### config.mk
export PLATFORM = sky130hd
export DESIGN_NAME = truecolor_dac_register_block
export DESIGN_NICKNAME = d
export VERILOG_FILES = /design/src/sv/tdac_pkg.sv /design/src/sv/tdac_palette.sv /design/src/sv/truecolor_dac_register_block.sv
export SDC_FILE = /design/constraint.sdc
export NUM_CORES = 1
export LEC_CHECK = 0
export BUFFER_PORTS_ARGS = -buffer_cell sky130_fd_sc_hd__buf_2
export CAP_MARGIN = 25
export CORE_MARGIN = 2
export CORE_UTILIZATION = 32
export DETAILED_ROUTE_END_ITERATION = 10
export GPL_TIMING_DRIVEN = 0
export HOLD_SLACK_MARGIN = 0.12
export PLACE_DENSITY_LB_ADDON = 0.2
export SLEW_MARGIN = 25
export SYNTH_ARGS = -nofsm -noshare
export SYNTH_HDL_FRONTEND = slang
export SYNTH_SLANG_ARGS = --single-unit
export TNS_END_PERCENT = 30
### constraint.sdc
create_clock -name aclk -period 3.8 [get_ports aclk]
set_input_delay 0.95 -clock aclk [delete_from_list [all_inputs] [get_ports aclk]]
set_output_delay 0.95 -clock aclk [all_outputs]
set_load 0.005 [all_outputs]
### src/sv/tdac_pkg.sv
package tdac_pkg;

    localparam logic OP_READ  = 1'b0;
    localparam logic OP_WRITE = 1'b1;

    // register map
    localparam logic [3:0] ADDR_FIRST_LOCAL = 4'd4;
    localparam logic [3:0] ADDR_PAL_INDEX   = 4'd4;
    localparam logic [3:0] ADDR_PAL_DATA    = 4'd5;
    localparam logic [3:0] ADDR_ID_LOW      = 4'd6;
    localparam logic [3:0] ADDR_REV         = 4'd8;
    localparam logic [3:0] ADDR_ID_HIGH     = 4'd10;
    localparam logic [3:0] ADDR_MODE        = 4'd11;
    localparam logic [3:0] ADDR_DAC_CTRL    = 4'd12;
    localparam logic [3:0] ADDR_ID_TOP      = 4'd15;

    // fixed identification bytes
    localparam logic [7:0] RD_REV    = 8'h02;
    localparam logic [7:0] RD_ID     = 8'h1d;
    localparam logic [7:0] RD_ID_TOP = 8'hd0;
    localparam logic [7:0] RD_NONE   = 8'h00;

    // pixel modes
    localparam logic [2:0] MODE_4BPP  = 3'd0;
    localparam logic [2:0] MODE_8BPP  = 3'd1;
    localparam logic [2:0] MODE_15BPP = 3'd2;
    localparam logic [2:0] MODE_16BPP = 3'd3;
    localparam logic [2:0] MODE_24BPP = 3'd4;
    localparam logic [2:0] MODE_32BPP = 3'd5;
    localparam logic [2:0] MODE_ABGR  = 3'd6;
    localparam logic [2:0] MODE_RGBA  = 3'd7;

    typedef struct packed {
        logic       en;
        logic [3:0] addr;
        logic [7:0] data;
    } tdac_wr_t;

    function automatic logic [2:0] decode_mode(input logic [7:0] v);
        logic [2:0] m;
        case (v)
            8'h82:        m = MODE_4BPP;
            8'h83:        m = MODE_8BPP;
            8'ha0, 8'hb0: m = MODE_15BPP;
            8'ha1, 8'hb1: m = MODE_16BPP;
            8'hc0, 8'hd0: m = MODE_24BPP;
            8'he2, 8'hf7: m = MODE_32BPP;
            8'he3:        m = MODE_ABGR;
            8'hf2:        m = MODE_RGBA;
            default:      m = MODE_8BPP;
        endcase
        return m;
    endfunction

    // six-bit dac: keep low six bits of each colour, times four
    function automatic logic [23:0] scale_color(input logic [23:0] raw, input logic six);
        logic [23:0] s;
        if (six) begin
            s = {raw[21:16], 2'b00, raw[13:8], 2'b00, raw[5:0], 2'b00};
        end else begin
            s = raw;
        end
        return s;
    endfunction

endpackage

### src/sv/tdac_palette.sv
module tdac_palette
    import tdac_pkg::*;
#(
    parameter int PALETTE_ENTRIES = 2
) (
    input  logic        aclk,
    input  logic        aresetn,
    input  tdac_wr_t    wr,
    output logic [23:0] entry_zero,
    output logic [23:0] entry_one
);

    // only entries 0 and 1 are ever shown, so only those are kept
    localparam int KEPT = (PALETTE_ENTRIES > 1) ? 2 : 1;
    localparam logic [8:0] ENTRY_LIMIT = 9'(PALETTE_ENTRIES);

    localparam logic [1:0] PHASE_RED   = 2'd0;
    localparam logic [1:0] PHASE_GREEN = 2'd1;
    localparam logic [1:0] PHASE_BLUE  = 2'd2;

    logic [7:0]  index_reg, index_next;
    logic [1:0]  phase_reg, phase_next;
    logic [7:0]  red_reg, red_next;
    logic [7:0]  green_reg, green_next;
    logic        store_en;
    logic [23:0] entry_reg [KEPT];

    always_comb begin
        index_next = index_reg;
        phase_next = phase_reg;
        red_next   = red_reg;
        green_next = green_reg;
        store_en   = 1'b0;
        if (wr.en && wr.addr == ADDR_PAL_INDEX) begin
            index_next = wr.data;
            phase_next = PHASE_RED;
        end else if (wr.en && wr.addr == ADDR_PAL_DATA) begin
            case (phase_reg)
                PHASE_RED: begin
                    red_next   = wr.data;
                    phase_next = PHASE_GREEN;
                end
                PHASE_GREEN: begin
                    green_next = wr.data;
                    phase_next = PHASE_BLUE;
                end
                PHASE_BLUE: begin
                    // index past the palette: blue is dropped, phase stays
                    if ({1'b0, index_reg} < ENTRY_LIMIT) begin
                        store_en   = 1'b1;
                        phase_next = PHASE_RED;
                        index_next = index_reg + 8'd1;
                    end
                end
                default: begin
                end
            endcase
        end
    end

    always_ff @(posedge aclk) begin
        if (!aresetn) begin
            index_reg <= '0;
            phase_reg <= PHASE_RED;
            red_reg   <= '0;
            green_reg <= '0;
        end else begin
            index_reg <= index_next;
            phase_reg <= phase_next;
            red_reg   <= red_next;
            green_reg <= green_next;
        end
    end

    for (genvar i = 0; i < KEPT; i++) begin : g_entry
        always_ff @(posedge aclk) begin
            if (!aresetn) begin
                entry_reg[i] <= '0;
            end else if (store_en && index_reg == 8'(i)) begin
                entry_reg[i] <= {red_reg, green_reg, wr.data};
            end
        end
    end

    assign entry_zero = entry_reg[0];

    if (KEPT > 1) begin : g_one
        assign entry_one = entry_reg[KEPT-1];
    end else begin : g_no_one
        assign entry_one = '0;
    end

endmodule

### src/sv/truecolor_dac_register_block.sv
// Register block of a truecolor video DAC. Each input word is one bus access
// (s_tuser: 0 read, 1 write) to register 0..15; each gives exactly one result
// word in the cycle after it is taken, holding the read byte (0 for writes), the
// pixel mode, the six-bit DAC flag and palette entries 0 and 1 scaled for the
// current DAC width. A new word is taken every cycle; the only thing that
// holds s_tready low is a result word stalled by m_tready. The whole register
// update and read mux sits between the bus and the result register, so the
// throughput is one word per cycle when m_tready allows. Registers 0..3
// belong to the standard VGA DAC and read as 0 here.
module truecolor_dac_register_block
    import tdac_pkg::*;
#(
    parameter int PALETTE_ENTRIES = 2
) (
    input  logic        aclk,
    input  logic        aresetn,
    input  logic        s_tvalid,
    output logic        s_tready,
    input  logic [15:0] s_tdata,  // [3:0] reg_addr, [11:4] write_data, [15:12] zero
    input  logic        s_tuser,  // [0] opcode
    output logic        m_tvalid,
    input  logic        m_tready,
    // [7:0] read_data, [10:8] pixel_mode, [11] six_bit_dac, [35:12] color_zero,
    // [59:36] color_one, [63:60] zero
    output logic [63:0] m_tdata
);

    logic        s_fire;
    logic [3:0]  addr;
    logic [7:0]  data;
    tdac_wr_t    wr;

    logic [7:0]  regs_reg [16];
    logic [2:0]  mode_reg;
    logic        six_reg;
    logic [7:0]  read_data_reg, read_data_next;
    logic        m_valid_reg;
    logic [23:0] entry_zero, entry_one;
    logic [23:0] color_zero, color_one;

    assign addr     = s_tdata[3:0];
    assign data     = s_tdata[11:4];
    assign s_tready = !m_valid_reg || m_tready;
    assign s_fire   = s_tvalid && s_tready;

    assign wr.en   = s_fire && s_tuser == OP_WRITE && addr >= ADDR_FIRST_LOCAL;
    assign wr.addr = addr;
    assign wr.data = data;

    tdac_palette #(
        .PALETTE_ENTRIES(PALETTE_ENTRIES)
    ) u_palette (
        .aclk      (aclk),
        .aresetn   (aresetn),
        .wr        (wr),
        .entry_zero(entry_zero),
        .entry_one (entry_one)
    );

    always_comb begin
        read_data_next = RD_NONE;
        if (s_tuser == OP_READ && addr >= ADDR_FIRST_LOCAL) begin
            case (addr)
                ADDR_PAL_INDEX, ADDR_REV: read_data_next = RD_REV;
                ADDR_ID_LOW, ADDR_ID_HIGH: read_data_next = RD_ID;
                ADDR_ID_TOP:               read_data_next = RD_ID_TOP;
                default:                   read_data_next = regs_reg[addr];
            endcase
        end
    end

    always_ff @(posedge aclk) begin
        if (!aresetn) begin
            for (int i = 0; i < 16; i++) begin
                regs_reg[i] <= '0;
            end
            mode_reg      <= MODE_8BPP;
            six_reg       <= 1'b0;
            read_data_reg <= '0;
            m_valid_reg   <= 1'b0;
        end else begin
            if (wr.en) begin
                regs_reg[addr] <= data;
                if (addr == ADDR_MODE) begin
                    mode_reg <= decode_mode(data);
                end
                if (addr == ADDR_DAC_CTRL) begin
                    six_reg <= data[0];
                end
            end
            if (s_fire) begin
                read_data_reg <= read_data_next;
                m_valid_reg   <= 1'b1;
            end else if (m_tready) begin
                m_valid_reg   <= 1'b0;
            end
        end
    end

    // state only moves when a word is taken, and that only happens as the
    // previous result leaves, so the held result always matches the state
    assign color_zero = scale_color(entry_zero, six_reg);
    assign color_one  = scale_color(entry_one, six_reg);

    assign m_tvalid = m_valid_reg;
    assign m_tdata  = {4'b0000, color_one, color_zero, six_reg, mode_reg, read_data_reg};

    a_write_reads_zero: assert property (@(posedge aclk) disable iff (!aresetn)
        s_fire && s_tuser == OP_WRITE |=> m_tdata[7:0] == RD_NONE)
        else $error("read byte not zero after a write");

    a_dac_ctrl_taken: assert property (@(posedge aclk) disable iff (!aresetn)
        s_fire && s_tuser == OP_WRITE && addr == ADDR_DAC_CTRL
        |=> m_tdata[11] == $past(s_tdata[4]))
        else $error("six-bit flag does not follow dac control write");

    a_six_bit_scaled: assert property (@(posedge aclk) disable iff (!aresetn)
        six_reg |-> color_zero[1:0] == 2'b00 && color_zero[9:8] == 2'b00
            && color_zero[17:16] == 2'b00 && color_one[1:0] == 2'b00
            && color_one[9:8] == 2'b00 && color_one[17:16] == 2'b00)
        else $error("six-bit colour has low bits set");

endmodule
==> results of run 1 <==
[power breakdown]
group | internal (uW) | total (uW) | switching (uW)
Combinational | 85.8 | 257 | 172
Clock | 961 | 1640 | 679
Sequential | 1750 | 1760 | 17.9
[per-stage QoR]
| step | util | total power [uW] | hold WS [ns] | instance area, um2 |
|---|---|---|---|---|
| 2_1_floorplan | - | 1940 | 0.436 | 7210 |
| 3_3_place_gp | 0.361 | 2050 | 0.445 | 7930 |
| 3_5_place_dp | 0.361 | 2060 | 0.449 | 7930 |
| 4_1_cts | 0.387 | 3680 | 0.458 | 8490 |
| 5_1_grt | 0.387 | 3780 | 0.481 | 8510 |
| 6_report | 0.387 | 3660 | 0.455 | 8510 |
[worst max-delay path, stage by stage (launching register included)]
cell and delay [ns]:
sky130_fd_sc_hd__dfxtp_1 0.47, sky130_fd_sc_hd__buf_1 0.50, sky130_fd_sc_hd__clkbuf_1 0.62, sky130_fd_sc_hd__nor2b_1 0.10, sky130_fd_sc_hd__buf_2 0.16
[final cells by class]
type / instances / area (um2) / share of cell area
Sequential cell: 146 / 3990 / 0.469
Clock inverter: 14 / 140 / 0.0165
Inverter: 13 / 48.8 / 0.00574
Clock buffer: 18 / 429 / 0.0504
Tap cell: 280 / 350 / 0.0412
Timing Repair Buffer: 73 / 365 / 0.0429
Buffer: 58 / 275 / 0.0324
Multi-Input combinational cell: 426 / 2910 / 0.341
[per-layer routing]
metal | routed length [um] | up-vias | part of all wire
met5 | 0 | - | 0
met2 | 9400 | 158 | 0.46
met1 | 9440 | 2587 | 0.47
met4 | 372 | 0 | 0.018
met3 | 1030 | 27 | 0.051
li1 | - | 2456 | -
[layout by cell type (no fill, tap or decap), types with 4 or more instances in the layout]
master                       count
sky130_fd_sc_hd__inv_1          11
sky130_fd_sc_hd__nand2_1        50
sky130_fd_sc_hd__conb_1          4
sky130_fd_sc_hd__dfxtp_1        39
sky130_fd_sc_hd__mux2i_1         4
sky130_fd_sc_hd__a21oi_1        32
sky130_fd_sc_hd__clkinvlp_4      4
sky130_fd_sc_hd__nor3_1          5
sky130_fd_sc_hd__a32o_1          4
sky130_fd_sc_hd__buf_1           6
sky130_fd_sc_hd__nor2b_1        20
sky130_fd_sc_hd__buf_4           7
sky130_fd_sc_hd__buf_2          91
sky130_fd_sc_hd__edfxtp_1      107
sky130_fd_sc_hd__clkbuf_1       26
sky130_fd_sc_hd__o21ai_0        12
sky130_fd_sc_hd__nand2b_1       16
sky130_fd_sc_hd__a31oi_1         4
sky130_fd_sc_hd__ha_1            8
sky130_fd_sc_hd__and2_1        105
sky130_fd_sc_hd__clkbuf_16      17
sky130_fd_sc_hd__clkinv_2        4
sky130_fd_sc_hd__nand3_1        25
sky130_fd_sc_hd__mux2_2         38
sky130_fd_sc_hd__nor2_1         13
sky130_fd_sc_hd__o22ai_1         6
sky130_fd_sc_hd__nor3_2          9
[cells by family (layout without fill, tap and decap cells)]
group                    Yosys count  count (layout)  share of synthesized area
multiplexers                      44              44                     0.0713
AND/OR/NAND/NOR                  278             278                      0.230
AO/OA/AOI/OAI                     89              89                     0.0805
adder cells (fa/ha/maj)            8               8                     0.0139
buffers and inverters             71             176                     0.0450
other                              1               4                   0.000521
flip-flops                       146             146                      0.555
XOR/XNOR                           3               3                    0.00365
[how the worst max path moves through the flow]
stage                                               endpoint  depth (start not counted)  slack (ns)
floorplan            u_palette.entry_reg[0][0]$_SDFFCE_PN0P_                          7        0.96
global placement    u_palette.entry_reg[1][18]$_SDFFCE_PN0P_                          7        0.44
detailed placement   u_palette.entry_reg[0][6]$_SDFFCE_PN0P_                          7        0.33
CTS                                              m_tdata[20]                          4        0.48
global route                                     m_tdata[20]                          4        0.40
finish                                           m_tdata[52]                          4        0.57
==> run_summary.xml, run 1 <==
<?xml version="1.0" encoding="UTF-8"?>
<metrics>
  <group name="run_status">
    <metric name="run_status" unit="">finished, final reports clean</metric>
  </group>
  <group name="worst_setup_path">
    <metric name="worst_setup_path_startpoint" unit="">six_reg$_SDFFE_PN0P_</metric>
    <metric name="timing.critical_path.fanout_max" unit="">10</metric>
    <metric name="worst_ep_arrival_time" unit="ns">2.28</metric>
    <metric name="regToRegSetupSlack" unit="ns">1.45</metric>
    <metric name="reg2reg_to" unit="">regs_reg[9][0]$_SDFFCE_PN0P_</metric>
    <metric name="worstSetupPathType" unit="">reg2out</metric>
    <metric name="reg2reg_from" unit="">m_tvalid$_SDFFE_PN0P_</metric>
    <metric name="critical_path.endpoint_type" unit="">primary output</metric>
    <metric name="worst-r2r-cell-count" unit="">6</metric>
    <metric name="cp_data_required_time" unit="ns">2.85</metric>
    <metric name="crit_path_start_kind" unit="">flop</metric>
  </group>
  <group name="yosys">
    <metric name="synth_enable_flop_cells" unit="">107</metric>
    <metric name="syn_area" unit="um2">7200</metric>
    <metric name="synth_common_cells" unit="">107 x sky130_fd_sc_hd__edfxtp_1, 105 x sky130_fd_sc_hd__and2_1, 52 x sky130_fd_sc_hd__nand2_1, 39 x sky130_fd_sc_hd__dfxtp_1, 38 x sky130_fd_sc_hd__mux2_2</metric>
    <metric name="synth_top_cells_by_area" unit="">sky130_fd_sc_hd__edfxtp_1 45%, sky130_fd_sc_hd__dfxtp_1 11%, sky130_fd_sc_hd__and2_1 9.1%, sky130_fd_sc_hd__mux2_2 5.9%, sky130_fd_sc_hd__nand2_1 2.7%</metric>
    <metric name="synth.most_common_cell" unit="">sky130_fd_sc_hd__edfxtp_1</metric>
    <metric name="yosys_most_used_dff" unit="">sky130_fd_sc_hd__edfxtp_1</metric>
    <metric name="synth_cell_types" unit="">68</metric>
    <metric name="synthesized_instance_count" unit="">640</metric>
    <metric name="synth.top_cell.area_share" unit="">0.446</metric>
    <metric name="synthDominantAreaCellType" unit="">sky130_fd_sc_hd__edfxtp_1</metric>
    <metric name="syn-mean-instance-area" unit="um2">11.2</metric>
    <metric name="yosysWarningCount" unit="">0</metric>
    <metric name="yosysSeqAreaShare" unit="">0.555</metric>
    <metric name="synth.ff_latch_count" unit="">146</metric>
    <metric name="asyncSetResetFlopFracSynth" unit="">0</metric>
  </group>
  <group name="cells_and_area">
    <metric name="layout-area-overhead-vs-synth" unit="%">18.2</metric>
    <metric name="antenna_cells" unit="">0</metric>
    <metric name="largest_register_ffs" unit="">59</metric>
    <metric name="post_route_cells_drive_above_1_share" unit="">0.262</metric>
    <metric name="post_layout_nets" unit="">764</metric>
    <metric name="finish.cell_count_without_fillers" unit="">1028</metric>
    <metric name="filler_cell_count_in_the_final_layout" unit="">2123</metric>
  </group>
  <group name="routing">
    <metric name="detail_route.wirelength" unit="mm">20.2</metric>
    <metric name="route.vias.total" unit="">5228</metric>
    <metric name="detailedRoute.firstPassIterationCount" unit="">5</metric>
    <metric name="via_density_per_instance" unit="">5.09</metric>
    <metric name="drt-initial-drc-count" unit="">433</metric>
    <metric name="drt-wirelength-per-cell" unit="um">19.7</metric>
    <metric name="route.antenna.remaining_nets" unit="">0</metric>
    <metric name="drc" unit="">0</metric>
  </group>
  <group name="cts">
    <metric name="hold_buffers" unit="">0</metric>
    <metric name="max-clock-path-buffers" unit="">2</metric>
    <metric name="cts-buffers-inserted" unit="">17</metric>
    <metric name="clock_insertion_delay_worst_skew" unit="ns">0.42</metric>
    <metric name="htreeDepth" unit="">4</metric>
    <metric name="cts.sinks" unit="">146</metric>
    <metric name="cts.repair.resized" unit="">0</metric>
    <metric name="clkTransAtPathRegs" unit="ns">0.06</metric>
    <metric name="post-cts-setup-buffers" unit="">0</metric>
    <metric name="clk_root_buffer_cell" unit="">sky130_fd_sc_hd__clkbuf_16</metric>
    <metric name="tritoncts" unit="">yes</metric>
  </group>
  <group name="timing">
    <metric name="clock-skew-final" unit="ns">0.00588</metric>
    <metric name="number_of_pins_exceeding_their_max_slew_limit_in_the_final_report" unit="">0</metric>
    <metric name="portion_of_the_clock_cycle_consumed_by_the_worst_path_in_the_final_layout" unit="">0.851</metric>
    <metric name="fin_setup_tns" unit="ns">0</metric>
    <metric name="finalWorstSetupSlack" unit="ns">0.567</metric>
    <metric name="final.min_clock_period" unit="ns">3.23</metric>
    <metric name="setup_viol_count_final" unit="">0</metric>
    <metric name="final_hold_viol_count" unit="">0</metric>
    <metric name="worstMarginPinSlew" unit="ns">0.820</metric>
    <metric name="slew_headroom" unit="">0.449</metric>
    <metric name="clock.fmax" unit="MHz">309</metric>
    <metric name="grt_setup_unrepaired" unit="">no</metric>
  </group>
  <group name="floorplanning">
    <metric name="design.core.area" unit="um2">22000</metric>
    <metric name="fp.dieArea" unit="um2">23700</metric>
    <metric name="top_ports" unit="">87</metric>
    <metric name="chipWidth" unit="um">154</metric>
    <metric name="floorplan.die.height" unit="um">154</metric>
    <metric name="initial_cell_density_of_the_core" unit="">0.328</metric>
    <metric name="rows" unit="">54</metric>
  </group>
  <group name="grt">
    <metric name="antenna_found_initial" unit="">0</metric>
    <metric name="grt.busiest_layer" unit="">met2</metric>
    <metric name="grt_pass1_wl" unit="mm">31.0</metric>
    <metric name="grt.met3_usage" unit="">0.0310</metric>
    <metric name="grt-ovfl-total" unit="">0</metric>
    <metric name="met1_usage" unit="">0.240</metric>
    <metric name="grt_pass1_vias" unit="">5305</metric>
    <metric name="pin_count_of_the_biggest_net_entering_global_routing" unit="">25</metric>
    <metric name="globalRouteTotalUtil" unit="">0.174</metric>
    <metric name="grt_met2_usage" unit="">0.275</metric>
  </group>
  <group name="pwr">
    <metric name="leakagePower" unit="uW">0.00323</metric>
    <metric name="vdd.ir_drop.worst" unit="mV">0.292</metric>
    <metric name="powerDensity" unit="nW/um2">431</metric>
  </group>
  <group name="placement">
    <metric name="gp_congestion" unit="">0.847</metric>
    <metric name="hpwl" unit="mm">14.6</metric>
    <metric name="port-buffer-count" unit="">73</metric>
    <metric name="place_worst_setup_slack" unit="ns">0.333</metric>
    <metric name="place_inst" unit="">996</metric>
  </group>
  <group name="worst_hold_path">
    <metric name="hold-path-endpoint" unit="">read_data_reg[2]$_SDFFE_PN0N_</metric>
    <metric name="worst_hold_start" unit="">read_data_reg[2]$_SDFFE_PN0N_</metric>
    <metric name="hold_path_class" unit="">reg2reg</metric>
    <metric name="timing.hold.worst_path_depth" unit="">2</metric>
  </group>
  <group name="flow_run">
    <metric name="max-cap-violations" unit="">0</metric>
  </group>
</metrics>
Power figures use the tool's default switching activity.
==> run 2: changes to the inputs <==
--- a/config.mk
+++ b/config.mk
@@ -7,6 +7,8 @@
 export LEC_CHECK = 0
 export BUFFER_PORTS_ARGS = -buffer_cell sky130_fd_sc_hd__buf_2
 export CAP_MARGIN = 25
+export CELL_PAD_IN_SITES_DETAIL_PLACEMENT = 0
+export CELL_PAD_IN_SITES_GLOBAL_PLACEMENT = 1
 export CORE_MARGIN = 2
 export CORE_UTILIZATION = 32
 export DETAILED_ROUTE_END_ITERATION = 10
==> run 2 against run 1 <==
Power is 1.5% higher. Combinational power is 2% higher. Setup slack worse by 0.025 ns. Maximum frequency is 0.75% lower. Via count is 0.33% lower. Cell area is 0.43% higher. Clock skew is 0.0043 ns higher. First-iteration DRC count is 15% lower. Register-to-register slack worse by 0.16 ns. Die area stayed put. Worst hold slack better by 0.0042 ns. Critical endpoint is now m_tdata[29].
==> run_summary.xml, run 2 (synthesis gave the netlist of run 1 again) <==
<?xml version="1.0" encoding="UTF-8"?>
<metrics>
  <group name="cts">
    <metric name="max-clock-path-buffers" unit="">2</metric>
    <metric name="tritoncts" unit="">yes</metric>
    <metric name="cts.repair.resized" unit="">0</metric>
    <metric name="clock_insertion_delay_worst_skew" unit="ns">0.43</metric>
    <metric name="hold_buffers" unit="">0</metric>
    <metric name="cts.sinks" unit="">146</metric>
    <metric name="clk_root_buffer_cell" unit="">sky130_fd_sc_hd__clkbuf_16</metric>
    <metric name="htreeDepth" unit="">4</metric>
    <metric name="post-cts-setup-buffers" unit="">0</metric>
    <metric name="clkTransAtPathRegs" unit="ns">0.06</metric>
    <metric name="cts-buffers-inserted" unit="">17</metric>
  </group>
  <group name="worst_setup_path">
    <metric name="worst-r2r-cell-count" unit="">9</metric>
    <metric name="reg2reg_from" unit="">m_tvalid$_SDFFE_PN0P_</metric>
    <metric name="worstSetupPathType" unit="">reg2out</metric>
    <metric name="crit_path_start_kind" unit="">flop</metric>
    <metric name="worst_ep_arrival_time" unit="ns">2.31</metric>
    <metric name="cp_data_required_time" unit="ns">2.85</metric>
    <metric name="timing.critical_path.fanout_max" unit="">10</metric>
    <metric name="worst_setup_path_startpoint" unit="">six_reg$_SDFFE_PN0P_</metric>
    <metric name="reg2reg_to" unit="">u_palette.entry_reg[1][14]$_SDFFCE_PN0P_</metric>
    <metric name="worstPathCellList" unit="">buf_1 -&gt; clkbuf_1 -&gt; nor2b_1 -&gt; buf_2</metric>
    <metric name="critical_path.endpoint_type" unit="">primary output</metric>
    <metric name="crit_path_max_incr_delay" unit="ns">0.59</metric>
    <metric name="worst_path_max_delay_cell" unit="">sky130_fd_sc_hd__clkbuf_1</metric>
    <metric name="regToRegSetupSlack" unit="ns">1.29</metric>
  </group>
  <group name="grt">
    <metric name="globalRouteTotalUtil" unit="">0.177</metric>
    <metric name="grt_pass1_wl" unit="mm">31.3</metric>
    <metric name="antenna_found_initial" unit="">0</metric>
    <metric name="pin_count_of_the_biggest_net_entering_global_routing" unit="">25</metric>
    <metric name="grt-ovfl-total" unit="">0</metric>
    <metric name="grt_pass1_vias" unit="">5286</metric>
  </group>
  <group name="timing">
    <metric name="finalWorstSetupSlack" unit="ns">0.542</metric>
    <metric name="fin_setup_tns" unit="ns">0</metric>
    <metric name="final.min_clock_period" unit="ns">3.26</metric>
    <metric name="slew_headroom" unit="">0.335</metric>
    <metric name="setup_viol_count_final" unit="">0</metric>
    <metric name="clock-skew-final" unit="ns">0.0101</metric>
    <metric name="grt_setup_unrepaired" unit="">no</metric>
    <metric name="worstMarginPinSlew" unit="ns">0.990</metric>
    <metric name="portion_of_the_clock_cycle_consumed_by_the_worst_path_in_the_final_layout" unit="">0.857</metric>
    <metric name="final_hold_viol_count" unit="">0</metric>
    <metric name="number_of_pins_exceeding_their_max_slew_limit_in_the_final_report" unit="">0</metric>
    <metric name="clock.fmax" unit="MHz">307</metric>
  </group>
  <group name="worst_hold_path">
    <metric name="timing.hold.worst_path_depth" unit="">2</metric>
    <metric name="hold_path_class" unit="">reg2reg</metric>
    <metric name="worst_hold_start" unit="">mode_reg[1]$_SDFFE_PN0P_</metric>
    <metric name="hold-path-endpoint" unit="">mode_reg[1]$_SDFFE_PN0P_</metric>
  </group>
  <group name="pwr">
    <metric name="powerDensity" unit="nW/um2">435</metric>
    <metric name="power.clock.fraction" unit="">0.456</metric>
    <metric name="leakagePower" unit="uW">0.00326</metric>
    <metric name="power.share.combinational" unit="">0.070</metric>
    <metric name="p_int" unit="uW">2850</metric>
    <metric name="seqPwrFrac" unit="">0.474</metric>
    <metric name="vdd.ir_drop.worst" unit="mV">0.285</metric>
    <metric name="swShare" unit="">0.233</metric>
    <metric name="net-switching-power" unit="uW">866</metric>
  </group>
  <group name="floorplanning">
    <metric name="design.core.area" unit="um2">22000</metric>
    <metric name="floorplan.die.height" unit="um">154</metric>
    <metric name="rows" unit="">54</metric>
    <metric name="fp.dieArea" unit="um2">23700</metric>
    <metric name="initial_cell_density_of_the_core" unit="">0.328</metric>
    <metric name="top_ports" unit="">87</metric>
    <metric name="chipWidth" unit="um">154</metric>
  </group>
  <group name="cells_and_area">
    <metric name="layout_commonest_cell" unit="">sky130_fd_sc_hd__edfxtp_1</metric>
    <metric name="filler_cell_count_in_the_final_layout" unit="">2159</metric>
    <metric name="post_layout_nets" unit="">765</metric>
    <metric name="layout-area-overhead-vs-synth" unit="%">18.7</metric>
    <metric name="antenna_cells" unit="">0</metric>
    <metric name="layout_common_cells" unit="">107 x sky130_fd_sc_hd__edfxtp_1, 105 x sky130_fd_sc_hd__and2_1, 91 x sky130_fd_sc_hd__buf_2</metric>
    <metric name="finish.cell_count_without_fillers" unit="">1029</metric>
    <metric name="largest_register_ffs" unit="">59</metric>
    <metric name="post_route_cells_drive_above_1_share" unit="">0.263</metric>
  </group>
  <group name="placement">
    <metric name="port-buffer-count" unit="">73</metric>
    <metric name="place_worst_setup_slack" unit="ns">0.375</metric>
    <metric name="gp_congestion" unit="">0.840</metric>
    <metric name="hpwl" unit="mm">14.7</metric>
    <metric name="place_inst" unit="">997</metric>
  </group>
  <group name="routing">
    <metric name="drt-wirelength-per-cell" unit="um">19.8</metric>
    <metric name="route.vias.total" unit="">5211</metric>
    <metric name="drc" unit="">0</metric>
    <metric name="detailedRoute.firstPassIterationCount" unit="">4</metric>
    <metric name="route.antenna.remaining_nets" unit="">0</metric>
    <metric name="detail_route.wirelength" unit="mm">20.4</metric>
    <metric name="via_density_per_instance" unit="">5.06</metric>
    <metric name="drt-initial-drc-count" unit="">368</metric>
  </group>
  <group name="flow_run">
    <metric name="max-cap-violations" unit="">0</metric>
  </group>
  <group name="run_status">
    <metric name="run_status" unit="">finished, final reports clean</metric>
  </group>
</metrics>
## run 2: cell count changes in the layout (fill, tap and decap cells not counted), sizes merged
cell,previous run,this run
inv,14,15
clkinvlp,4,1
buf,105,106
clkbuf,44,46
## run 2: area by class of cell
| type | count | area (um2) | share of cell area |
|---|---|---|---|
| buffer | 58 | 275 | 0.0322 |
| clock inverter | 12 | 130 | 0.0152 |
| sequential | 146 | 3990 | 0.467 |
| clock buffer | 20 | 467 | 0.0546 |
| timing repair buffer | 74 | 377 | 0.0441 |
| multi-input combinational | 426 | 2900 | 0.340 |
| inverter | 13 | 48.8 | 0.00571 |
| tap | 280 | 350 | 0.0410 |
## run 2: through the flow
| stage | hold WS, ns | total power [uW] | area, um2 | util |
|---|---|---|---|---|
| finish | 0.459 | 3720 | 8540 | 0.389 |
| global route | 0.475 | 3840 | 8540 | 0.389 |
| CTS | 0.457 | 3740 | 8530 | 0.389 |
| detailed placement | 0.443 | 2060 | 7940 | 0.361 |
| global placement | 0.443 | 2060 | 7930 | 0.361 |
| floorplan | 0.436 | 1940 | 7210 | - |
## run 2: worst max path at each step
stage	slack, ns	end	depth (start not counted)
3_3_place_gp	0.41	u_palette.entry_reg[1][3]$_SDFFCE_PN0P_	7
3_5_place_dp	0.38	u_palette.entry_reg[0][6]$_SDFFCE_PN0P_	7
5_1_grt	0.33	m_tdata[29]	4
6_report	0.54	m_tdata[29]	4
4_1_cts	0.45	m_tdata[29]	4
2_1_floorplan	0.96	u_palette.entry_reg[0][0]$_SDFFCE_PN0P_	7
## run 2: metal layers
| metal | share of wire | GRT usage | up-vias |
|---|---|---|---|
| met4 | 0.022 | 0.0650 | 0 |
| met1 | 0.45 | 0.230 | 2578 |
| met3 | 0.045 | 0.0375 | 31 |
| met5 | 0 | 0 | - |
| li1 | - | - | 2467 |
| met2 | 0.48 | 0.293 | 135 |
## run 2: power groups by stage
| stage | Sequential, uW | Clock (uW) | Combinational [uW] |
|---|---|---|---|
| final | 1760 | 1700 | 261 |
| after global routing | 1770 | 1790 | 283 |
| after CTS | 1760 | 1720 | 262 |
| after detailed placement | 1800 | 0 | 261 |
| after global placement | 1800 | 0 | 259 |
| after floorplan | 1790 | 0 | 153 |
## run 2: worst max-delay path, delay by kind of cell, from the launching register on
kind / cells / cell delay (ns)
and+or+nand+nor: 1 / 0.13
buffers and inverters: 3 / 1.31
DFF: 1 / 0.44
==> run 3: changes to the inputs <==
--- a/config.mk
+++ b/config.mk
@@ -18,5 +18,6 @@
 export SLEW_MARGIN = 25
 export SYNTH_ARGS = -nofsm -noshare
 export SYNTH_HDL_FRONTEND = slang
+export SYNTH_HIERARCHICAL = 1
 export SYNTH_SLANG_ARGS = --single-unit
 export TNS_END_PERCENT = 30
==> run 3 against run 2 <==
Die area down 3.7%. Cell area down 2.4%. Sequential share of layout area up 0.42 points. Non-clock buffer count down 6. Area after synthesis shrank 3.8%. Via count fell by 9.8%. Final cell count fell by 4.8%. Clock skew down 0.0035 ns. Utilization up 0.52 points. Synthesized cell count is 8.1% lower. Routed wire length decreased by 10%. Register-to-register slack got worse by 0.17 ns.
==> run_summary.xml, run 3 <==
<?xml version="1.0" encoding="UTF-8"?>
<metrics>
  <group name="worst_setup_path">
    <metric name="timing.critical_path.fanout_max" unit="">10</metric>
    <metric name="crit_path_max_incr_delay" unit="ns">0.55</metric>
    <metric name="worst_path_max_delay_cell" unit="">sky130_fd_sc_hd__buf_1</metric>
    <metric name="path_delay_family" unit="">buffers and inverters</metric>
    <metric name="worst_setup_path_startpoint" unit="">six_reg$_SDFFE_PN0P_</metric>
    <metric name="worstSetupPathType" unit="">reg2out</metric>
    <metric name="worstPathCellList" unit="">buf_1 -&gt; clkbuf_1 -&gt; nor2b_1 -&gt; buf_2</metric>
    <metric name="cp_num_buf_inv" unit="">3</metric>
    <metric name="regToRegSetupSlack" unit="ns">1.12</metric>
    <metric name="critical_path.endpoint_type" unit="">primary output</metric>
    <metric name="cp_data_required_time" unit="ns">2.85</metric>
    <metric name="worst_ep_arrival_time" unit="ns">2.16</metric>
    <metric name="crit_path_start_kind" unit="">flop</metric>
    <metric name="reg2reg_from" unit="">m_tvalid$_SDFFE_PN0P_</metric>
  </group>
  <group name="floorplanning">
    <metric name="chipWidth" unit="um">151</metric>
    <metric name="fp.dieArea" unit="um2">22800</metric>
    <metric name="initial_cell_density_of_the_core" unit="">0.327</metric>
    <metric name="rows" unit="">53</metric>
    <metric name="design.core.area" unit="um2">21200</metric>
    <metric name="floorplan.die.height" unit="um">151</metric>
    <metric name="top_ports" unit="">87</metric>
  </group>
  <group name="yosys">
    <metric name="synth_cell_types" unit="">59</metric>
    <metric name="asyncSetResetFlopFracSynth" unit="">0</metric>
    <metric name="yosysWarningCount" unit="">6</metric>
    <metric name="yosysSeqAreaShare" unit="">0.568</metric>
    <metric name="synth.ff_latch_count" unit="">144</metric>
    <metric name="syn-mean-instance-area" unit="um2">11.8</metric>
    <metric name="synthDominantAreaCellType" unit="">sky130_fd_sc_hd__edfxtp_1</metric>
    <metric name="synth_enable_flop_cells" unit="">105</metric>
    <metric name="synth.top_cell.area_share" unit="">0.455</metric>
    <metric name="synth.most_common_cell" unit="">sky130_fd_sc_hd__and2_1</metric>
    <metric name="synth_top_cells_by_area" unit="">sky130_fd_sc_hd__edfxtp_1 46%, sky130_fd_sc_hd__dfxtp_1 11%, sky130_fd_sc_hd__and2_1 9.7%, sky130_fd_sc_hd__mux2_2 6.3%, sky130_fd_sc_hd__mux2i_1 5.1%</metric>
    <metric name="synthesized_instance_count" unit="">588</metric>
    <metric name="synth_common_cells" unit="">107 x sky130_fd_sc_hd__and2_1, 105 x sky130_fd_sc_hd__edfxtp_1, 42 x sky130_fd_sc_hd__nor2_1, 39 x sky130_fd_sc_hd__dfxtp_1, 39 x sky130_fd_sc_hd__mux2_2</metric>
    <metric name="yosys_most_used_dff" unit="">sky130_fd_sc_hd__edfxtp_1</metric>
    <metric name="syn_area" unit="um2">6930</metric>
  </group>
  <group name="grt">
    <metric name="antenna_found_initial" unit="">0</metric>
    <metric name="grt-ovfl-total" unit="">0</metric>
    <metric name="grt_pass1_wl" unit="mm">27.6</metric>
    <metric name="globalRouteTotalUtil" unit="">0.166</metric>
    <metric name="pin_count_of_the_biggest_net_entering_global_routing" unit="">17</metric>
    <metric name="grt_pass1_vias" unit="">4585</metric>
  </group>
  <group name="cells_and_area">
    <metric name="post_route_cells_drive_above_1_share" unit="">0.262</metric>
    <metric name="layout-area-overhead-vs-synth" unit="%">20.4</metric>
    <metric name="largest_register_ffs" unit="">57</metric>
    <metric name="post_layout_nets" unit="">719</metric>
    <metric name="finish.cell_count_without_fillers" unit="">980</metric>
    <metric name="antenna_cells" unit="">0</metric>
    <metric name="layout_commonest_cell" unit="">sky130_fd_sc_hd__and2_1</metric>
    <metric name="layout_common_cells" unit="">107 x sky130_fd_sc_hd__and2_1, 105 x sky130_fd_sc_hd__edfxtp_1, 84 x sky130_fd_sc_hd__buf_2</metric>
    <metric name="final_core_util" unit="">0.394</metric>
  </group>
  <group name="cts">
    <metric name="cts-buffers-inserted" unit="">17</metric>
    <metric name="cts.repair.resized" unit="">0</metric>
    <metric name="clock_insertion_delay_worst_skew" unit="ns">0.43</metric>
    <metric name="hold_buffers" unit="">0</metric>
    <metric name="clkTransAtPathRegs" unit="ns">0.06</metric>
    <metric name="max-clock-path-buffers" unit="">2</metric>
    <metric name="tritoncts" unit="">yes</metric>
    <metric name="clk_root_buffer_cell" unit="">sky130_fd_sc_hd__clkbuf_16</metric>
    <metric name="cts.sinks" unit="">144</metric>
    <metric name="htreeDepth" unit="">4</metric>
    <metric name="post-cts-setup-buffers" unit="">0</metric>
  </group>
  <group name="timing">
    <metric name="final_hold_viol_count" unit="">0</metric>
    <metric name="portion_of_the_clock_cycle_consumed_by_the_worst_path_in_the_final_layout" unit="">0.817</metric>
    <metric name="final.min_clock_period" unit="ns">3.11</metric>
    <metric name="clock-skew-final" unit="ns">0.00663</metric>
    <metric name="number_of_pins_exceeding_their_max_slew_limit_in_the_final_report" unit="">0</metric>
    <metric name="slew_headroom" unit="">0.412</metric>
    <metric name="finalWorstSetupSlack" unit="ns">0.695</metric>
    <metric name="grt_setup_unrepaired" unit="">no</metric>
    <metric name="fin_hold_ws" unit="ns">0.486</metric>
    <metric name="worstMarginPinSlew" unit="ns">0.875</metric>
    <metric name="setup_viol_count_final" unit="">0</metric>
    <metric name="clock.fmax" unit="MHz">322</metric>
  </group>
  <group name="routing">
    <metric name="via_density_per_instance" unit="">4.79</metric>
    <metric name="route.vias.total" unit="">4699</metric>
    <metric name="detail_route.wirelength" unit="mm">18.4</metric>
    <metric name="drt-wirelength-per-cell" unit="um">18.7</metric>
    <metric name="route.antenna.remaining_nets" unit="">0</metric>
    <metric name="drc" unit="">0</metric>
    <metric name="detailedRoute.firstPassIterationCount" unit="">4</metric>
    <metric name="drt-initial-drc-count" unit="">321</metric>
  </group>
  <group name="placement">
    <metric name="gp_congestion" unit="">0.796</metric>
    <metric name="port-buffer-count" unit="">78</metric>
    <metric name="hpwl" unit="mm">13.0</metric>
    <metric name="place_worst_setup_slack" unit="ns">0.443</metric>
    <metric name="place_inst" unit="">948</metric>
  </group>
  <group name="worst_hold_path">
    <metric name="hold_path_class" unit="">reg2reg</metric>
    <metric name="worst_hold_start" unit="">read_data_reg[7]$_SDFFE_PN0P_</metric>
  </group>
  <group name="run_status">
    <metric name="run_status" unit="">finished, final reports clean</metric>
  </group>
  <group name="pwr">
    <metric name="powerDensity" unit="nW/um2">437</metric>
    <metric name="vdd.ir_drop.worst" unit="mV">0.299</metric>
    <metric name="leakagePower" unit="uW">0.00339</metric>
    <metric name="post_layout_total_power" unit="uW">3640</metric>
  </group>
  <group name="flow_run">
    <metric name="max-cap-violations" unit="">0</metric>
  </group>
</metrics>
[run 3: changes by cell type after synthesis, sizes merged, moves of 4 or more]
cell and delta:
nor2 +30, nand3 -16, a21oi -13, nor3 -11
nor4b +4, a32oi +4, nand2 -29, o31ai +4
buf -14, nand2b -14, mux2i +31, o21ai +11
[run 3: final timing paths]
path	end	cells past startpoint
setup / recovery	m_tdata[12]	4
hold / removal	read_data_reg[7]$_SDFFE_PN0P_	2
setup reg to reg	u_palette/entry_reg[0][9]$_SDFFCE_PN0P_	9
hold reg to reg	read_data_reg[7]$_SDFFE_PN0P_	2
[run 3: cell families (layout without fill, tap and decap cells)]
| family | count (synthesis) | in the layout | share of synthesized area |
|---|---|---|---|
| simple gates | 228 | 228 | 0.195 |
| buf+inv | 57 | 171 | 0.0392 |
| mux | 74 | 74 | 0.114 |
| compound gates | 77 | 77 | 0.0715 |
| flops | 144 | 144 | 0.568 |
| fa+ha+maj | 6 | 6 | 0.0108 |
| other cells | 1 | 4 | 0.000541 |
| xor+xnor | 1 | 1 | 0.00126 |
[run 3: where the power goes]
part,internal [uW],switching [uW],leakage (uW)
Sequential,1720,15.0,0.00142
Combinational,84.4,159,0.00169
Clock,947,717,0.000284
Total,2750,891,0.00339
[run 3: final cells by class]
class                   instances  area (um2)
repair buffers                 82         435
multi-input cells             390        2770
fillers                      2073       12800
clock inverters                13         148
inverters                      13        48.8
flip-flops and latches        144        3930
well taps                     275         344
plain buffers                  44         223
clock buffers                  19         443
[run 3: layer usage]
| metal | global-route usage | vias up | wire length, um |
|---|---|---|---|
| met5 | 0 | - | 0 |
| met4 | 0.0463 | 0 | 250 |
| met3 | 0.0355 | 22 | 705 |
| met2 | 0.262 | 115 | 8360 |
| met1 | 0.232 | 2279 | 9050 |
| li1 | - | 2283 | - |
[run 3: worst register-to-register path: stages (launching register included)]
cell	delay (ns)
sky130_fd_sc_hd__dfxtp_1	0.31
sky130_fd_sc_hd__nor2b_1	0.16
sky130_fd_sc_hd__inv_1	0.10
sky130_fd_sc_hd__nand3_1	0.22
sky130_fd_sc_hd__nor2_1	0.14
sky130_fd_sc_hd__and4bb_1	0.23
sky130_fd_sc_hd__buf_2	0.22
sky130_fd_sc_hd__nand4_4	0.25
sky130_fd_sc_hd__o21ai_4	0.52
sky130_fd_sc_hd__buf_8	0.24
[run 3: metrics by stage]
stage / setup TNS [ns] / area [um2]
global placement: -78.13 / 7670
floorplan: -14.23 / 6940
CTS: 0 / 8340
finish: 0 / 8340
detailed placement: 0 / 7750
global route: 0 / 8340
